### config.mk
export PLATFORM = sky130hd
export DESIGN_NAME = png_stored_deflate_encoder_top_flat
export DESIGN_NICKNAME = d
export VERILOG_FILES = /design/src/rtl/core/psd_pkg.sv /design/src/rtl/core/psd_in_if.sv /design/src/rtl/core/psd_out_if.sv /design/src/rtl/core/psd_cfg_if.sv /design/src/rtl/core/psd_ctrl.sv /design/src/rtl/core/psd_dp.sv /design/src/rtl/core/png_stored_deflate_encoder_top.sv /design/src/flat_wrapper.sv
export VERILOG_INCLUDE_DIRS = /design/src /design/src/rtl/core
export SDC_FILE = /design/constraint.sdc
export NUM_CORES = 2
export LEC_CHECK = 0
export BUFFER_PORTS_ARGS = -buffer_cell sky130_fd_sc_hd__clkbuf_2
export CORE_MARGIN = 3
export CORE_UTILIZATION = 60
export CTS_BUF_LIST = sky130_fd_sc_hd__clkbuf_4 sky130_fd_sc_hd__clkbuf_8
export CTS_CLUSTER_DIAMETER = 80
export DETAILED_ROUTE_END_ITERATION = 8
export GPL_TIMING_DRIVEN = 0
export HOLD_SLACK_MARGIN = 0.02
export PLACE_DENSITY = 0.78
export SLEW_MARGIN = 20
export SYNTH_ARGS = -nofsm -noshare
export SYNTH_HDL_FRONTEND = slang
export SYNTH_HIERARCHICAL = 1
export SYNTH_SLANG_ARGS = --single-unit
### constraint.sdc
create_clock -name i_clk -period 11.2 [get_ports i_clk]
set_clock_uncertainty 0.15 [all_clocks]
set_input_delay 2.24 -clock i_clk [delete_from_list [all_inputs] [get_ports i_clk]]
set_output_delay 2.24 -clock i_clk [all_outputs]
set_load 0.02 [all_outputs]
### src/rtl/core/png_stored_deflate_encoder_top_defines.svh
// Assertion macros for the stored-deflate PNG encoder.
// Used by the top level only; expects i_clk and i_rst_n in scope.
`ifndef PNG_STORED_DEFLATE_ENCODER_TOP_DEFINES_SVH
`define PNG_STORED_DEFLATE_ENCODER_TOP_DEFINES_SVH

// Same-cycle implication, ignored while reset is held.
`define PSD_ASSERT_NOW(lbl, ante, cons) \
    lbl: assert property (@(posedge i_clk) disable iff (!i_rst_n) (ante) |-> (cons)) \
        else $error("psd assertion failed");

// Next-cycle implication, ignored while reset is held.
`define PSD_ASSERT_NEXT(lbl, ante, cons) \
    lbl: assert property (@(posedge i_clk) disable iff (!i_rst_n) (ante) |=> (cons)) \
        else $error("psd assertion failed");

`endif

### src/rtl/core/psd_pkg.sv
// Shared types, constants and functions for the stored-deflate PNG encoder.
// No dependencies.
`timescale 1ns / 1ps
package psd_pkg;

    localparam int RAW_W = 35;

    localparam logic [31:0] CRC_POLY   = 32'hEDB88320;
    localparam logic [31:0] CRC_INIT   = 32'hFFFFFFFF;
    localparam logic [16:0] ADLER_MOD  = 17'd65521;
    localparam logic [15:0] STORED_MAX = 16'hFFFF;

    localparam logic [63:0] PNG_SIG   = 64'h89504E470D0A1A0A;
    localparam logic [31:0] IHDR_LEN  = 32'd13;
    localparam logic [31:0] TAG_IHDR  = 32'h49484452;
    localparam logic [31:0] TAG_IDAT  = 32'h49444154;
    localparam logic [31:0] TAG_IEND  = 32'h49454E44;
    localparam logic [7:0]  BIT_DEPTH = 8'd8;
    localparam logic [7:0]  COLOR_RGBA = 8'd6;
    localparam logic [7:0]  ZLIB_CMF  = 8'h78;
    localparam logic [7:0]  ZLIB_FLG  = 8'h01;
    localparam logic [7:0]  FILTER_NONE = 8'h00;

    // Sequence lengths (last index) of the emitted runs.
    localparam logic [5:0] HDR_LAST = 6'd42;
    localparam logic [5:0] BLK_LAST = 6'd4;
    localparam logic [5:0] TRL_LAST = 6'd19;

    localparam logic [7:0] CFG_WIDTH  = 8'd0;
    localparam logic [7:0] CFG_HEIGHT = 8'd1;

    typedef enum logic [2:0] {
        ST_IDLE,
        ST_HDR,
        ST_BLK,
        ST_FILT,
        ST_PIX,
        ST_TRL
    } t_state;

    typedef struct packed {
        t_state     src;
        logic [5:0] idx;
        logic       fire;
        logic       run_last;
        logic       file_last;
        logic       take;
        logic       latch_img;
    } t_cmd;

    typedef struct packed {
        logic out_free;
        logic row_start;
        logic blk_empty;
        logic blk_last;
        logic img_end;
    } t_sts;

    function automatic logic [31:0] crc_byte(input logic [31:0] c_in, input logic [7:0] b);
        logic [31:0] c;
        c = c_in ^ {24'h0, b};
        for (int k = 0; k < 8; k++) begin
            c = c[0] ? (CRC_POLY ^ (c >> 1)) : (c >> 1);
        end
        return c;
    endfunction

    function automatic logic [7:0] be_byte(input logic [31:0] w, input logic [1:0] k);
        logic [7:0] r;
        unique case (k)
            2'd0: r = w[31:24];
            2'd1: r = w[23:16];
            2'd2: r = w[15:8];
            default: r = w[7:0];
        endcase
        return r;
    endfunction

endpackage

### src/rtl/core/psd_in_if.sv
// Pixel byte input channel.
// No dependencies.
`timescale 1ns / 1ps
interface psd_in_if;
    logic       valid;
    logic       ready;
    logic [7:0] pixel_byte;
    modport source (output valid, output pixel_byte, input ready);
    modport sink   (input valid, input pixel_byte, output ready);
endinterface

### src/rtl/core/psd_out_if.sv
// PNG byte output channel.
// No dependencies.
`timescale 1ns / 1ps
interface psd_out_if;
    logic       valid;
    logic       ready;
    logic [7:0] out_byte;
    logic       run_last;
    logic       file_last;
    modport source (output valid, output out_byte, output run_last, output file_last,
                    input ready);
    modport sink   (input valid, input out_byte, input run_last, input file_last,
                    output ready);
endinterface

### src/rtl/core/psd_cfg_if.sv
// Configuration write channel.
// No dependencies.
`timescale 1ns / 1ps
interface psd_cfg_if;
    logic        valid;
    logic        ready;
    logic [7:0]  index;
    logic [15:0] data;
    modport source (output valid, output index, output data, input ready);
    modport sink   (input valid, input index, input data, output ready);
endinterface

### src/rtl/core/psd_ctrl.sv
// Sequencer of the stored-deflate PNG encoder: walks header, block header,
// raw byte and trailer runs. Depends on psd_pkg.
`timescale 1ns / 1ps
module psd_ctrl (
    input  logic          i_clk,
    input  logic          i_rst_n,
    input  logic          i_in_valid,
    output logic          o_in_ready,
    input  psd_pkg::t_sts i_sts,
    output psd_pkg::t_cmd o_cmd
);

    psd_pkg::t_state r_state, n_state;
    psd_pkg::t_state r_ret, n_ret;
    logic [5:0]      r_idx, n_idx;
    logic            r_active, n_active;
    logic            w_fire;

    assign w_fire = i_sts.out_free && (r_state != psd_pkg::ST_IDLE);

    always_ff @(posedge i_clk) begin
        if (!i_rst_n) begin
            r_state  <= psd_pkg::ST_IDLE;
            r_ret    <= psd_pkg::ST_FILT;
            r_idx    <= '0;
            r_active <= 1'b0;
        end else begin
            r_state  <= n_state;
            r_ret    <= n_ret;
            r_idx    <= n_idx;
            r_active <= n_active;
        end
    end

    // Next state
    always_comb begin
        n_state  = r_state;
        n_ret    = r_ret;
        n_idx    = r_idx;
        n_active = r_active;
        unique case (r_state)
            psd_pkg::ST_IDLE: begin
                if (i_in_valid) begin
                    n_idx = '0;
                    if (!r_active) begin
                        n_state  = psd_pkg::ST_HDR;
                        n_active = 1'b1;
                    end else begin
                        n_ret = i_sts.row_start ? psd_pkg::ST_FILT : psd_pkg::ST_PIX;
                        n_state = i_sts.blk_empty ? psd_pkg::ST_BLK : n_ret;
                    end
                end
            end
            psd_pkg::ST_HDR: begin
                if (w_fire) begin
                    n_idx = r_idx + 6'd1;
                    if (r_idx == psd_pkg::HDR_LAST) begin
                        n_idx   = '0;
                        n_ret   = psd_pkg::ST_FILT;
                        n_state = psd_pkg::ST_BLK;
                    end
                end
            end
            psd_pkg::ST_BLK: begin
                if (w_fire) begin
                    n_idx = r_idx + 6'd1;
                    if (r_idx == psd_pkg::BLK_LAST) begin
                        n_idx   = '0;
                        n_state = r_ret;
                    end
                end
            end
            psd_pkg::ST_FILT: begin
                if (w_fire) begin
                    n_idx   = '0;
                    n_ret   = psd_pkg::ST_PIX;
                    n_state = i_sts.blk_last ? psd_pkg::ST_BLK : psd_pkg::ST_PIX;
                end
            end
            psd_pkg::ST_PIX: begin
                if (w_fire) begin
                    n_idx   = '0;
                    n_state = i_sts.img_end ? psd_pkg::ST_TRL : psd_pkg::ST_IDLE;
                end
            end
            psd_pkg::ST_TRL: begin
                if (w_fire) begin
                    n_idx = r_idx + 6'd1;
                    if (r_idx == psd_pkg::TRL_LAST) begin
                        n_idx    = '0;
                        n_state  = psd_pkg::ST_IDLE;
                        n_active = 1'b0;
                    end
                end
            end
            default: n_state = psd_pkg::ST_IDLE;
        endcase
    end

    // Outputs
    always_comb begin
        o_in_ready          = (r_state == psd_pkg::ST_IDLE);
        o_cmd.src           = r_state;
        o_cmd.idx           = r_idx;
        o_cmd.fire          = w_fire;
        o_cmd.take          = (r_state == psd_pkg::ST_IDLE) && i_in_valid;
        o_cmd.latch_img     = o_cmd.take && !r_active;
        o_cmd.file_last     = (r_state == psd_pkg::ST_TRL) && (r_idx == psd_pkg::TRL_LAST);
        o_cmd.run_last      = o_cmd.file_last ||
                              ((r_state == psd_pkg::ST_PIX) && !i_sts.img_end);
    end

endmodule

### src/rtl/core/psd_dp.sv
// Datapath of the stored-deflate PNG encoder: byte selection, CRC-32, Adler-32,
// length arithmetic, counters and output register. Depends on psd_pkg.
`timescale 1ns / 1ps
module psd_dp (
    input  logic          i_clk,
    input  logic          i_rst_n,
    input  psd_pkg::t_cmd i_cmd,
    output psd_pkg::t_sts o_sts,
    input  logic [7:0]    i_pixel_byte,
    input  logic          i_cfg_valid,
    input  logic [7:0]    i_cfg_index,
    input  logic [15:0]   i_cfg_data,
    output logic          o_cfg_ready,
    output logic          o_out_valid,
    input  logic          i_out_ready,
    output logic [7:0]    o_out_byte,
    output logic          o_run_last,
    output logic          o_file_last
);

    logic [15:0] r_cfg_w, r_cfg_h;
    logic [15:0] r_cur_w, r_cur_h;
    logic [7:0]  r_pix;

    logic [psd_pkg::RAW_W-1:0] r_raw;
    logic [18:0] r_q0;
    logic [19:0] r_r1;
    logic [19:0] r_blocks;
    logic [31:0] r_idat_len;

    logic [psd_pkg::RAW_W-1:0] r_raw_rem;
    logic [15:0] r_blk;
    logic [17:0] r_rbc;
    logic [15:0] r_rc;
    logic [31:0] r_crc;
    logic [15:0] r_adl_lo, r_adl_hi;

    logic        r_out_valid;
    logic [7:0]  r_out_byte;
    logic        r_run_last, r_file_last;

    logic [17:0] w_w4;
    logic [3:0]  w_q1;
    logic [16:0] w_r2;
    logic        w_ge;
    logic [16:0] w_rem;
    logic [15:0] w_n, w_nn;
    logic        w_final;
    logic [7:0]  w_byte;
    logic        w_feed, w_init;
    logic        w_raw;
    logic [1:0]  w_k1;
    logic [31:0] w_ncrc;
    logic [16:0] w_lo_sum, w_hi_sum;
    logic [15:0] w_lo_n, w_hi_n;
    logic [18:0] w_rbc_inc;
    logic [16:0] w_rc_inc;

    assign o_cfg_ready = 1'b1;
    assign w_w4        = {r_cur_w, 2'b00};
    assign w_rbc_inc   = {1'b0, r_rbc} + 19'd1;
    assign w_rc_inc    = {1'b0, r_rc} + 17'd1;

    // Stored block count: ceil(raw / 65535) by folding the 65536 multiples.
    assign w_q1  = r_r1[19:16];
    assign w_r2  = {1'b0, r_r1[15:0]} + {13'd0, w_q1};
    assign w_ge  = (w_r2 >= {1'b0, psd_pkg::STORED_MAX});
    assign w_rem = w_ge ? (w_r2 - {1'b0, psd_pkg::STORED_MAX}) : w_r2;

    always_ff @(posedge i_clk) begin
        r_raw      <= psd_pkg::RAW_W'({17'd0, w_w4 + 18'd1} * {19'd0, r_cur_h});
        r_q0       <= r_raw[34:16];
        r_r1       <= {4'd0, r_raw[15:0]} + {1'b0, r_q0};
        r_blocks   <= {1'b0, r_q0} + {16'd0, w_q1} + {19'd0, w_ge} + {19'd0, (w_rem != '0)};
        r_idat_len <= r_raw[31:0] + 32'd6 + {10'd0, r_blocks, 2'b00} + {12'd0, r_blocks};
    end

    // Block header fields
    assign w_final = (r_raw_rem <= {19'd0, psd_pkg::STORED_MAX});
    assign w_n     = w_final ? r_raw_rem[15:0] : psd_pkg::STORED_MAX;
    assign w_nn    = ~w_n;
    assign w_k1    = i_cmd.idx[1:0] - 2'd1;

    always_comb begin
        w_byte = '0;
        w_feed = 1'b0;
        w_init = 1'b0;
        w_raw  = 1'b0;
        unique case (i_cmd.src)
            psd_pkg::ST_HDR: begin
                priority if (i_cmd.idx < 6'd8) begin
                    w_byte = psd_pkg::PNG_SIG[63 - 8*i_cmd.idx[2:0] -: 8];
                end else if (i_cmd.idx < 6'd12) begin
                    w_byte = psd_pkg::be_byte(psd_pkg::IHDR_LEN, i_cmd.idx[1:0]);
                end else if (i_cmd.idx < 6'd16) begin
                    w_byte = psd_pkg::be_byte(psd_pkg::TAG_IHDR, i_cmd.idx[1:0]);
                end else if (i_cmd.idx < 6'd20) begin
                    w_byte = psd_pkg::be_byte({16'd0, r_cur_w}, i_cmd.idx[1:0]);
                end else if (i_cmd.idx < 6'd24) begin
                    w_byte = psd_pkg::be_byte({16'd0, r_cur_h}, i_cmd.idx[1:0]);
                end else if (i_cmd.idx == 6'd24) begin
                    w_byte = psd_pkg::BIT_DEPTH;
                end else if (i_cmd.idx == 6'd25) begin
                    w_byte = psd_pkg::COLOR_RGBA;
                end else if (i_cmd.idx < 6'd29) begin
                    w_byte = '0;
                end else if (i_cmd.idx < 6'd33) begin
                    w_byte = psd_pkg::be_byte(~r_crc, w_k1);
                end else if (i_cmd.idx < 6'd37) begin
                    w_byte = psd_pkg::be_byte(r_idat_len, w_k1);
                end else if (i_cmd.idx < 6'd41) begin
                    w_byte = psd_pkg::be_byte(psd_pkg::TAG_IDAT, w_k1);
                end else if (i_cmd.idx == 6'd41) begin
                    w_byte = psd_pkg::ZLIB_CMF;
                end else begin
                    w_byte = psd_pkg::ZLIB_FLG;
                end
                w_feed = ((i_cmd.idx >= 6'd12) && (i_cmd.idx <= 6'd28)) || (i_cmd.idx >= 6'd37);
                w_init = (i_cmd.idx == 6'd12) || (i_cmd.idx == 6'd37);
            end
            psd_pkg::ST_BLK: begin
                unique case (i_cmd.idx[2:0])
                    3'd0: w_byte = {7'd0, w_final};
                    3'd1: w_byte = w_n[7:0];
                    3'd2: w_byte = w_n[15:8];
                    3'd3: w_byte = w_nn[7:0];
                    default: w_byte = w_nn[15:8];
                endcase
                w_feed = 1'b1;
            end
            psd_pkg::ST_FILT: begin
                w_byte = psd_pkg::FILTER_NONE;
                w_feed = 1'b1;
                w_raw  = 1'b1;
            end
            psd_pkg::ST_PIX: begin
                w_byte = r_pix;
                w_feed = 1'b1;
                w_raw  = 1'b1;
            end
            psd_pkg::ST_TRL: begin
                priority if (i_cmd.idx < 6'd4) begin
                    w_byte = psd_pkg::be_byte({r_adl_hi, r_adl_lo}, i_cmd.idx[1:0]);
                end else if (i_cmd.idx < 6'd8) begin
                    w_byte = psd_pkg::be_byte(~r_crc, i_cmd.idx[1:0]);
                end else if (i_cmd.idx < 6'd12) begin
                    w_byte = '0;
                end else if (i_cmd.idx < 6'd16) begin
                    w_byte = psd_pkg::be_byte(psd_pkg::TAG_IEND, i_cmd.idx[1:0]);
                end else begin
                    w_byte = psd_pkg::be_byte(~r_crc, i_cmd.idx[1:0]);
                end
                w_feed = (i_cmd.idx < 6'd4) || ((i_cmd.idx >= 6'd12) && (i_cmd.idx < 6'd16));
                w_init = (i_cmd.idx == 6'd12);
            end
            default: begin
                w_byte = '0;
            end
        endcase
    end

    assign w_ncrc   = psd_pkg::crc_byte(w_init ? psd_pkg::CRC_INIT : r_crc, w_byte);
    assign w_lo_sum = {1'b0, r_adl_lo} + {9'd0, w_byte};
    assign w_lo_n   = (w_lo_sum >= psd_pkg::ADLER_MOD) ?
                      16'(w_lo_sum - psd_pkg::ADLER_MOD) : w_lo_sum[15:0];
    assign w_hi_sum = {1'b0, r_adl_hi} + {1'b0, w_lo_n};
    assign w_hi_n   = (w_hi_sum >= psd_pkg::ADLER_MOD) ?
                      16'(w_hi_sum - psd_pkg::ADLER_MOD) : w_hi_sum[15:0];

    always_ff @(posedge i_clk) begin
        if (!i_rst_n) begin
            r_cfg_w     <= 16'd1;
            r_cfg_h     <= 16'd1;
            r_cur_w     <= 16'd1;
            r_cur_h     <= 16'd1;
            r_raw_rem   <= '0;
            r_blk       <= '0;
            r_rbc       <= '0;
            r_rc        <= '0;
            r_crc       <= psd_pkg::CRC_INIT;
            r_adl_lo    <= 16'd1;
            r_adl_hi    <= '0;
            r_out_valid <= 1'b0;
        end else begin
            if (i_cfg_valid) begin
                if (i_cfg_index == psd_pkg::CFG_WIDTH) begin
                    r_cfg_w <= i_cfg_data;
                end
                if (i_cfg_index == psd_pkg::CFG_HEIGHT) begin
                    r_cfg_h <= i_cfg_data;
                end
            end
            if (i_cmd.latch_img) begin
                r_cur_w <= (r_cfg_w == '0) ? 16'd1 : r_cfg_w;
                r_cur_h <= (r_cfg_h == '0) ? 16'd1 : r_cfg_h;
            end
            if (i_cmd.fire) begin
                if (w_feed) begin
                    r_crc <= w_ncrc;
                end
                if (w_raw) begin
                    r_adl_lo  <= w_lo_n;
                    r_adl_hi  <= w_hi_n;
                    r_blk     <= r_blk - 16'd1;
                    r_raw_rem <= r_raw_rem - psd_pkg::RAW_W'(1);
                end
                if ((i_cmd.src == psd_pkg::ST_BLK) && (i_cmd.idx == psd_pkg::BLK_LAST)) begin
                    r_blk <= w_n;
                end
                if (i_cmd.src == psd_pkg::ST_PIX) begin
                    if (w_rbc_inc >= {1'b0, w_w4}) begin
                        r_rbc <= '0;
                        r_rc  <= w_rc_inc[15:0];
                    end else begin
                        r_rbc <= w_rbc_inc[17:0];
                    end
                end
                if ((i_cmd.src == psd_pkg::ST_HDR) && (i_cmd.idx == psd_pkg::HDR_LAST)) begin
                    r_raw_rem <= r_raw;
                    r_blk     <= '0;
                    r_rbc     <= '0;
                    r_rc      <= '0;
                    r_adl_lo  <= 16'd1;
                    r_adl_hi  <= '0;
                end
                r_out_valid <= 1'b1;
            end else if (i_out_ready) begin
                r_out_valid <= 1'b0;
            end
        end
    end

    always_ff @(posedge i_clk) begin
        if (i_cmd.take) begin
            r_pix <= i_pixel_byte;
        end
        if (i_cmd.fire) begin
            r_out_byte  <= w_byte;
            r_run_last  <= i_cmd.run_last;
            r_file_last <= i_cmd.file_last;
        end
    end

    assign o_sts.out_free  = !r_out_valid || i_out_ready;
    assign o_sts.row_start = (r_rbc == '0);
    assign o_sts.blk_empty = (r_blk == '0);
    assign o_sts.blk_last  = (r_blk == 16'd1);
    assign o_sts.img_end   = (w_rbc_inc >= {1'b0, w_w4}) && (w_rc_inc >= {1'b0, r_cur_h});

    assign o_out_valid = r_out_valid;
    assign o_out_byte  = r_out_byte;
    assign o_run_last  = r_run_last;
    assign o_file_last = r_file_last;

endmodule

### src/rtl/core/png_stored_deflate_encoder_top.sv
// Usage notes for the stored-deflate PNG encoder.
// i_pix takes one RGBA channel byte per word, row-major, R,G,B,A per pixel.
// o_png gives the PNG file one byte per word; run_last marks the last byte
// caused by an input word, file_last the final IEND CRC byte.
// i_cfg writes image_width (index 0) and image_height (index 1); write only
// while idle. Both are sampled at the first word of each image; 0 acts as 1.
// The output register presents each byte in the cycle after it is chosen.
// The first word of an image yields 50 bytes (signature, IHDR, IDAT head,
// block header, filter byte, pixel), one per cycle when o_png is not stalled.
// A plain pixel word is accepted while idle and then gives its one byte; a
// row start adds the filter byte, a 65535-byte block boundary adds 5 header
// bytes, and the last word adds the 20-byte trailer. The sequencer emits at
// most one byte a cycle and holds while a full output register is not taken.
// A stall on o_png freezes the sequencer; i_pix.ready is high only while it
// waits for the next word, even with a byte still held at the output.
// Reset clears the sequencer, the counters and the output valid, and sets
// both registers to 1; the next word then starts a new image.
`timescale 1ns / 1ps
`include "png_stored_deflate_encoder_top_defines.svh"
module png_stored_deflate_encoder_top (
    input  logic i_clk,
    input  logic i_rst_n,
    psd_in_if.sink    i_pix,
    psd_out_if.source o_png,
    psd_cfg_if.sink   i_cfg
);

    psd_pkg::t_cmd w_cmd;
    psd_pkg::t_sts w_sts;

    // Sequencer: chooses which byte goes out each cycle
    psd_ctrl u_ctrl (
        .i_clk      (i_clk),
        .i_rst_n    (i_rst_n),
        .i_in_valid (i_pix.valid),
        .o_in_ready (i_pix.ready),
        .i_sts      (w_sts),
        .o_cmd      (w_cmd)
    );

    // Datapath: checksums, lengths, counters, output register
    psd_dp u_dp (
        .i_clk        (i_clk),
        .i_rst_n      (i_rst_n),
        .i_cmd        (w_cmd),
        .o_sts        (w_sts),
        .i_pixel_byte (i_pix.pixel_byte),
        .i_cfg_valid  (i_cfg.valid),
        .i_cfg_index  (i_cfg.index),
        .i_cfg_data   (i_cfg.data),
        .o_cfg_ready  (i_cfg.ready),
        .o_out_valid  (o_png.valid),
        .i_out_ready  (o_png.ready),
        .o_out_byte   (o_png.out_byte),
        .o_run_last   (o_png.run_last),
        .o_file_last  (o_png.file_last)
    );

    // The file's final byte always closes the run of its input word
    `PSD_ASSERT_NOW(a_file_last_run, o_png.valid && o_png.file_last, o_png.run_last)
    // An accepted word keeps the input closed in the following cycle
    `PSD_ASSERT_NEXT(a_one_word, i_pix.valid && i_pix.ready, !i_pix.ready)
    // Never overwrite a byte the receiver has not taken
    `PSD_ASSERT_NOW(a_no_overrun, w_cmd.fire, !o_png.valid || o_png.ready)

endmodule

### src/flat_wrapper.sv
// flat-port wrapper written by rule: the top's interface ports become plain ports
module png_stored_deflate_encoder_top_flat 
  (i_clk, i_rst_n, i_pix_valid, i_pix_pixel_byte, i_pix_ready, o_png_valid, o_png_out_byte, o_png_run_last, o_png_file_last, o_png_ready, i_cfg_valid, i_cfg_index, i_cfg_data, i_cfg_ready);
  psd_in_if i_pix_i ();
  psd_out_if o_png_i ();
  psd_cfg_if i_cfg_i ();
  input  logic i_clk;
  input  logic i_rst_n;
  input wire logic [$bits(i_pix_i.valid)-1:0] i_pix_valid;
  input wire logic [$bits(i_pix_i.pixel_byte)-1:0] i_pix_pixel_byte;
  output wire logic [$bits(i_pix_i.ready)-1:0] i_pix_ready;
  output wire logic [$bits(o_png_i.valid)-1:0] o_png_valid;
  output wire logic [$bits(o_png_i.out_byte)-1:0] o_png_out_byte;
  output wire logic [$bits(o_png_i.run_last)-1:0] o_png_run_last;
  output wire logic [$bits(o_png_i.file_last)-1:0] o_png_file_last;
  input wire logic [$bits(o_png_i.ready)-1:0] o_png_ready;
  input wire logic [$bits(i_cfg_i.valid)-1:0] i_cfg_valid;
  input wire logic [$bits(i_cfg_i.index)-1:0] i_cfg_index;
  input wire logic [$bits(i_cfg_i.data)-1:0] i_cfg_data;
  output wire logic [$bits(i_cfg_i.ready)-1:0] i_cfg_ready;
  assign i_pix_i.valid = i_pix_valid;
  assign i_pix_i.pixel_byte = i_pix_pixel_byte;
  assign i_pix_ready = i_pix_i.ready;
  assign o_png_valid = o_png_i.valid;
  assign o_png_out_byte = o_png_i.out_byte;
  assign o_png_run_last = o_png_i.run_last;
  assign o_png_file_last = o_png_i.file_last;
  assign o_png_i.ready = o_png_ready;
  assign i_cfg_i.valid = i_cfg_valid;
  assign i_cfg_i.index = i_cfg_index;
  assign i_cfg_i.data = i_cfg_data;
  assign i_cfg_ready = i_cfg_i.ready;
  png_stored_deflate_encoder_top u_core (.i_clk(i_clk), .i_rst_n(i_rst_n), .i_pix(i_pix_i), .o_png(o_png_i), .i_cfg(i_cfg_i));
endmodule
==> results.sh <==
export IMPL_status="complete, no violations"
export IMPL_fp_dieH_um=238
export IMPL_htreeDepth=3
export IMPL_design_core_area_sq_um=52900
export IMPL_area_delta_synth_final_pct=8.25
export IMPL_cts_max_path_buffers=3
export IMPL_cts_root_buffer_cell="clkbuf_8"
export IMPL_cts_tree="built"
export IMPL_hpwl_mm=78.7
export IMPL_setup_violations=0
export IMPL_finalCritPeriodShare=0.956
export IMPL_antenna_left=0
export IMPL_vias_per_cell=6.26
export IMPL_wl_per_cell_um=21.6
export IMPL_ys_async_sr_fraction=0
export IMPL_routed_wl_mm=102
export IMPL_fin_util=0.660
export IMPL_cts_buffers=68
export IMPL_placementRows=84
export IMPL_drv_cap=0
export IMPL_dr_pass1_iters=7
export IMPL_path_class="flop to flop"
export IMPL_track_usage=0.354
export IMPL_die_w_um=238
export IMPL_ys_seq_area_frac=0.233
export IMPL_grt_setup_unrepaired="false"
export IMPL_drc_errors=0
export IMPL_start_kind="flop"
export IMPL_period_minus_slack_ns=10.71
export IMPL_synth_warnings=6
export IMPL_postSynthCellCount=3851
export IMPL_synth_avg_cell_area_sq_um=8.37
export IMPL_end_kind="flop"
export IMPL_ys_seq_elements=366
export IMPL_nNetsFinal=4502
export IMPL_cp_common_cell="inv_1"
export IMPL_io_buffers=48
export IMPL_synth_cell_types=109
export IMPL_drive_gt1_frac=0.0688
export IMPL_grt_pass1_vias=28200
export IMPL_slew_headroom=0.260
export IMPL_hold_class="flop to flop"
export IMPL_final_cell_mix="nand2_1, nor2_1, inv_1"
export IMPL_arrival_ns=11.09
export IMPL_yosys_most_used_dff="dfxtp_1"
export IMPL_grt_ovfl_total=0
export IMPL_slowest_delay_ns=0.80
export IMPL_dr_first_iter_drc_count=3023
export IMPL_vias=29500
export IMPL_max_freq_mhz=93.4
export IMPL_crit_fanout=14
export IMPL_slew_violations=0
export IMPL_place_congestion=1.04
export IMPL_io_pins=50
export IMPL_synth_edf_count=18
export IMPL_p_per_area_nw_per_um2=151
export IMPL_antenna_found_initial=2
export IMPL_clk_pin_slew_ns=0.06
export IMPL_critPathRequiredTime_ns=11.59
export IMPL_clkSinkCount=366
export IMPL_hold_viol=0
export IMPL_ctsHoldBuffers=0
export IMPL_initial_core_util=0.610
export IMPL_slowest_stage="o311ai_0"
export IMPL_clkLatencyLatePin_ns=0.67
export IMPL_grt_max_degree=15
export IMPL_max_vdd_ir_drop_mv=0.183
export IMPL_tightest_slew_ns=1.10
export IMPL_syn_area_sq_um=32200
export IMPL_dieArea_sq_um=56600
export IMPL_final_common_cell="nand2_1"
export IMPL_grt_pass1_wl_mm=157
export IMPL_power_leakage_nw=15.6
export IMPL_fin_setup_tns_ns=0
export IMPL_syn_nets=4382
## per-stage QoR
stage | hold WS (ns) | setup slack, ns | cell area [sq um] | instances | power, mW
2_1_floorplan | 0.176 | 2.35 | 32200 | 3851 | 3.23
3_3_place_gp | 0.217 | 0.346 | 33300 | 4587 | 3.74
3_5_place_dp | 0.219 | 0.290 | 33300 | 4587 | 3.76
4_1_cts | 0.228 | 0.266 | 34900 | 4710 | 5.21
5_1_grt | 0.239 | 0.121 | 34900 | 4712 | 5.51
6_report | 0.231 | 0.494 | 34900 | 4713 | 5.27
## power by group
part           internal, mW  leakage [nW]  switching, mW
Clock                 0.823         0.798          0.616
Combinational         0.890          11.8           1.42
Sequential             1.42          2.98          0.106
## routing by layer
layer  GRT usage  part of all wire  up-vias
met3       0.108              0.12      386
li1            -                 -    13500
met2       0.534              0.42     1610
met5     0.00926           0.00089        -
met1       0.472              0.41    14000
met4       0.156             0.052        6
## final cells by class
cell class	count	area, sq um
multi-input combinational	2907	22500
fill	4539	18000
sequential	366	7510
inverter	375	1410
clock buffer	99	1260
tap	688	861
buffer	203	830
clock inverter	24	260
timing repair buffer	50	255
antenna	1	2.50
## synthesized netlist by cell type (all sizes together) (37+ instances only)
master  number  area [sq um]
nor4        39           287
nor3        74           392
fa         231          4620
and2        39           244
o21ai      135           683
nor2b       37           231
nand3       82           423
nand4       40           250
mux2i       75           751
xor2        77           749
buf         46           236
ha         263          3290
clkbuf     157           589
a31oi       39           250
nand2      446          1670
dfxtp      348          6970
a21o        40           300
xnor2      168          1540
nor2       396          1490
inv        370          1390
a21oi      171           863
o211ai      50           390
## worst paths after layout
kind	startpoint	end	slack (ns)	depth (start not counted)
max	u_core/u_ctrl/r_idx[1]$_SDFFE_PN0P_	u_core/u_dp/r_adl_hi[10]$_SDFFE_PN0P_	0.49	33
min	u_core/u_dp/r_raw[33]$_DFF_P_	u_core/u_dp/r_q0[17]$_DFF_P_	0.23	0
max reg2reg	u_core/u_ctrl/r_idx[1]$_SDFFE_PN0P_	u_core/u_dp/r_adl_hi[10]$_SDFFE_PN0P_	0.49	33
min reg2reg	u_core/u_dp/r_raw[33]$_DFF_P_	u_core/u_dp/r_q0[17]$_DFF_P_	0.23	0
## worst max-delay path: cells and delay by family, from the launching register on
kind,cells,cell delay [ns]
AO/OA/AOI/OAI,12,4.36
XOR/XNOR,2,0.46
adder cells (fa/ha/maj),4,1.34
buffers and inverters,8,1.52
flip-flops,1,0.55
AND/OR/NAND/NOR,7,2.18
## state kept, by name, summed over array words and instances (netlist names), 16 cells and up
register                count
u_core/u_dp/r_q0           18
u_core/u_dp/r_cur_h        16
u_core/u_dp/r_cfg_h        16
u_core/u_dp/r_raw          34
u_core/u_dp/r_idat_len     32
u_core/u_dp/r_cfg_w        16
u_core/u_dp/r_raw_rem      35
u_core/u_dp/r_rbc          18
u_core/u_dp/r_adl_hi       16
u_core/u_dp/r_blk          16
u_core/u_dp/r_cur_w        16
u_core/u_dp/r_rc           16
u_core/u_dp/r_crc          32
u_core/u_dp/r_blocks       19
u_core/u_dp/r_adl_lo       16
u_core/u_dp/r_r1           19
## timing repair
action / CTS / global route
endpoints found under the setup margin: 0 / 15
resized for setup: 0 / 11
setup buffers: 0 / 2
## cells by family after synthesis
kind of cell,after synthesis,share of synthesized area
buf+inv,578,0.0693
simple gates,1318,0.191
other cells,1,0.000116
xor+xnor,248,0.0731
fa+ha+maj,494,0.245
compound gates,763,0.162
mux,83,0.0264
flops,366,0.233
Power figures use the tool's default switching activity.
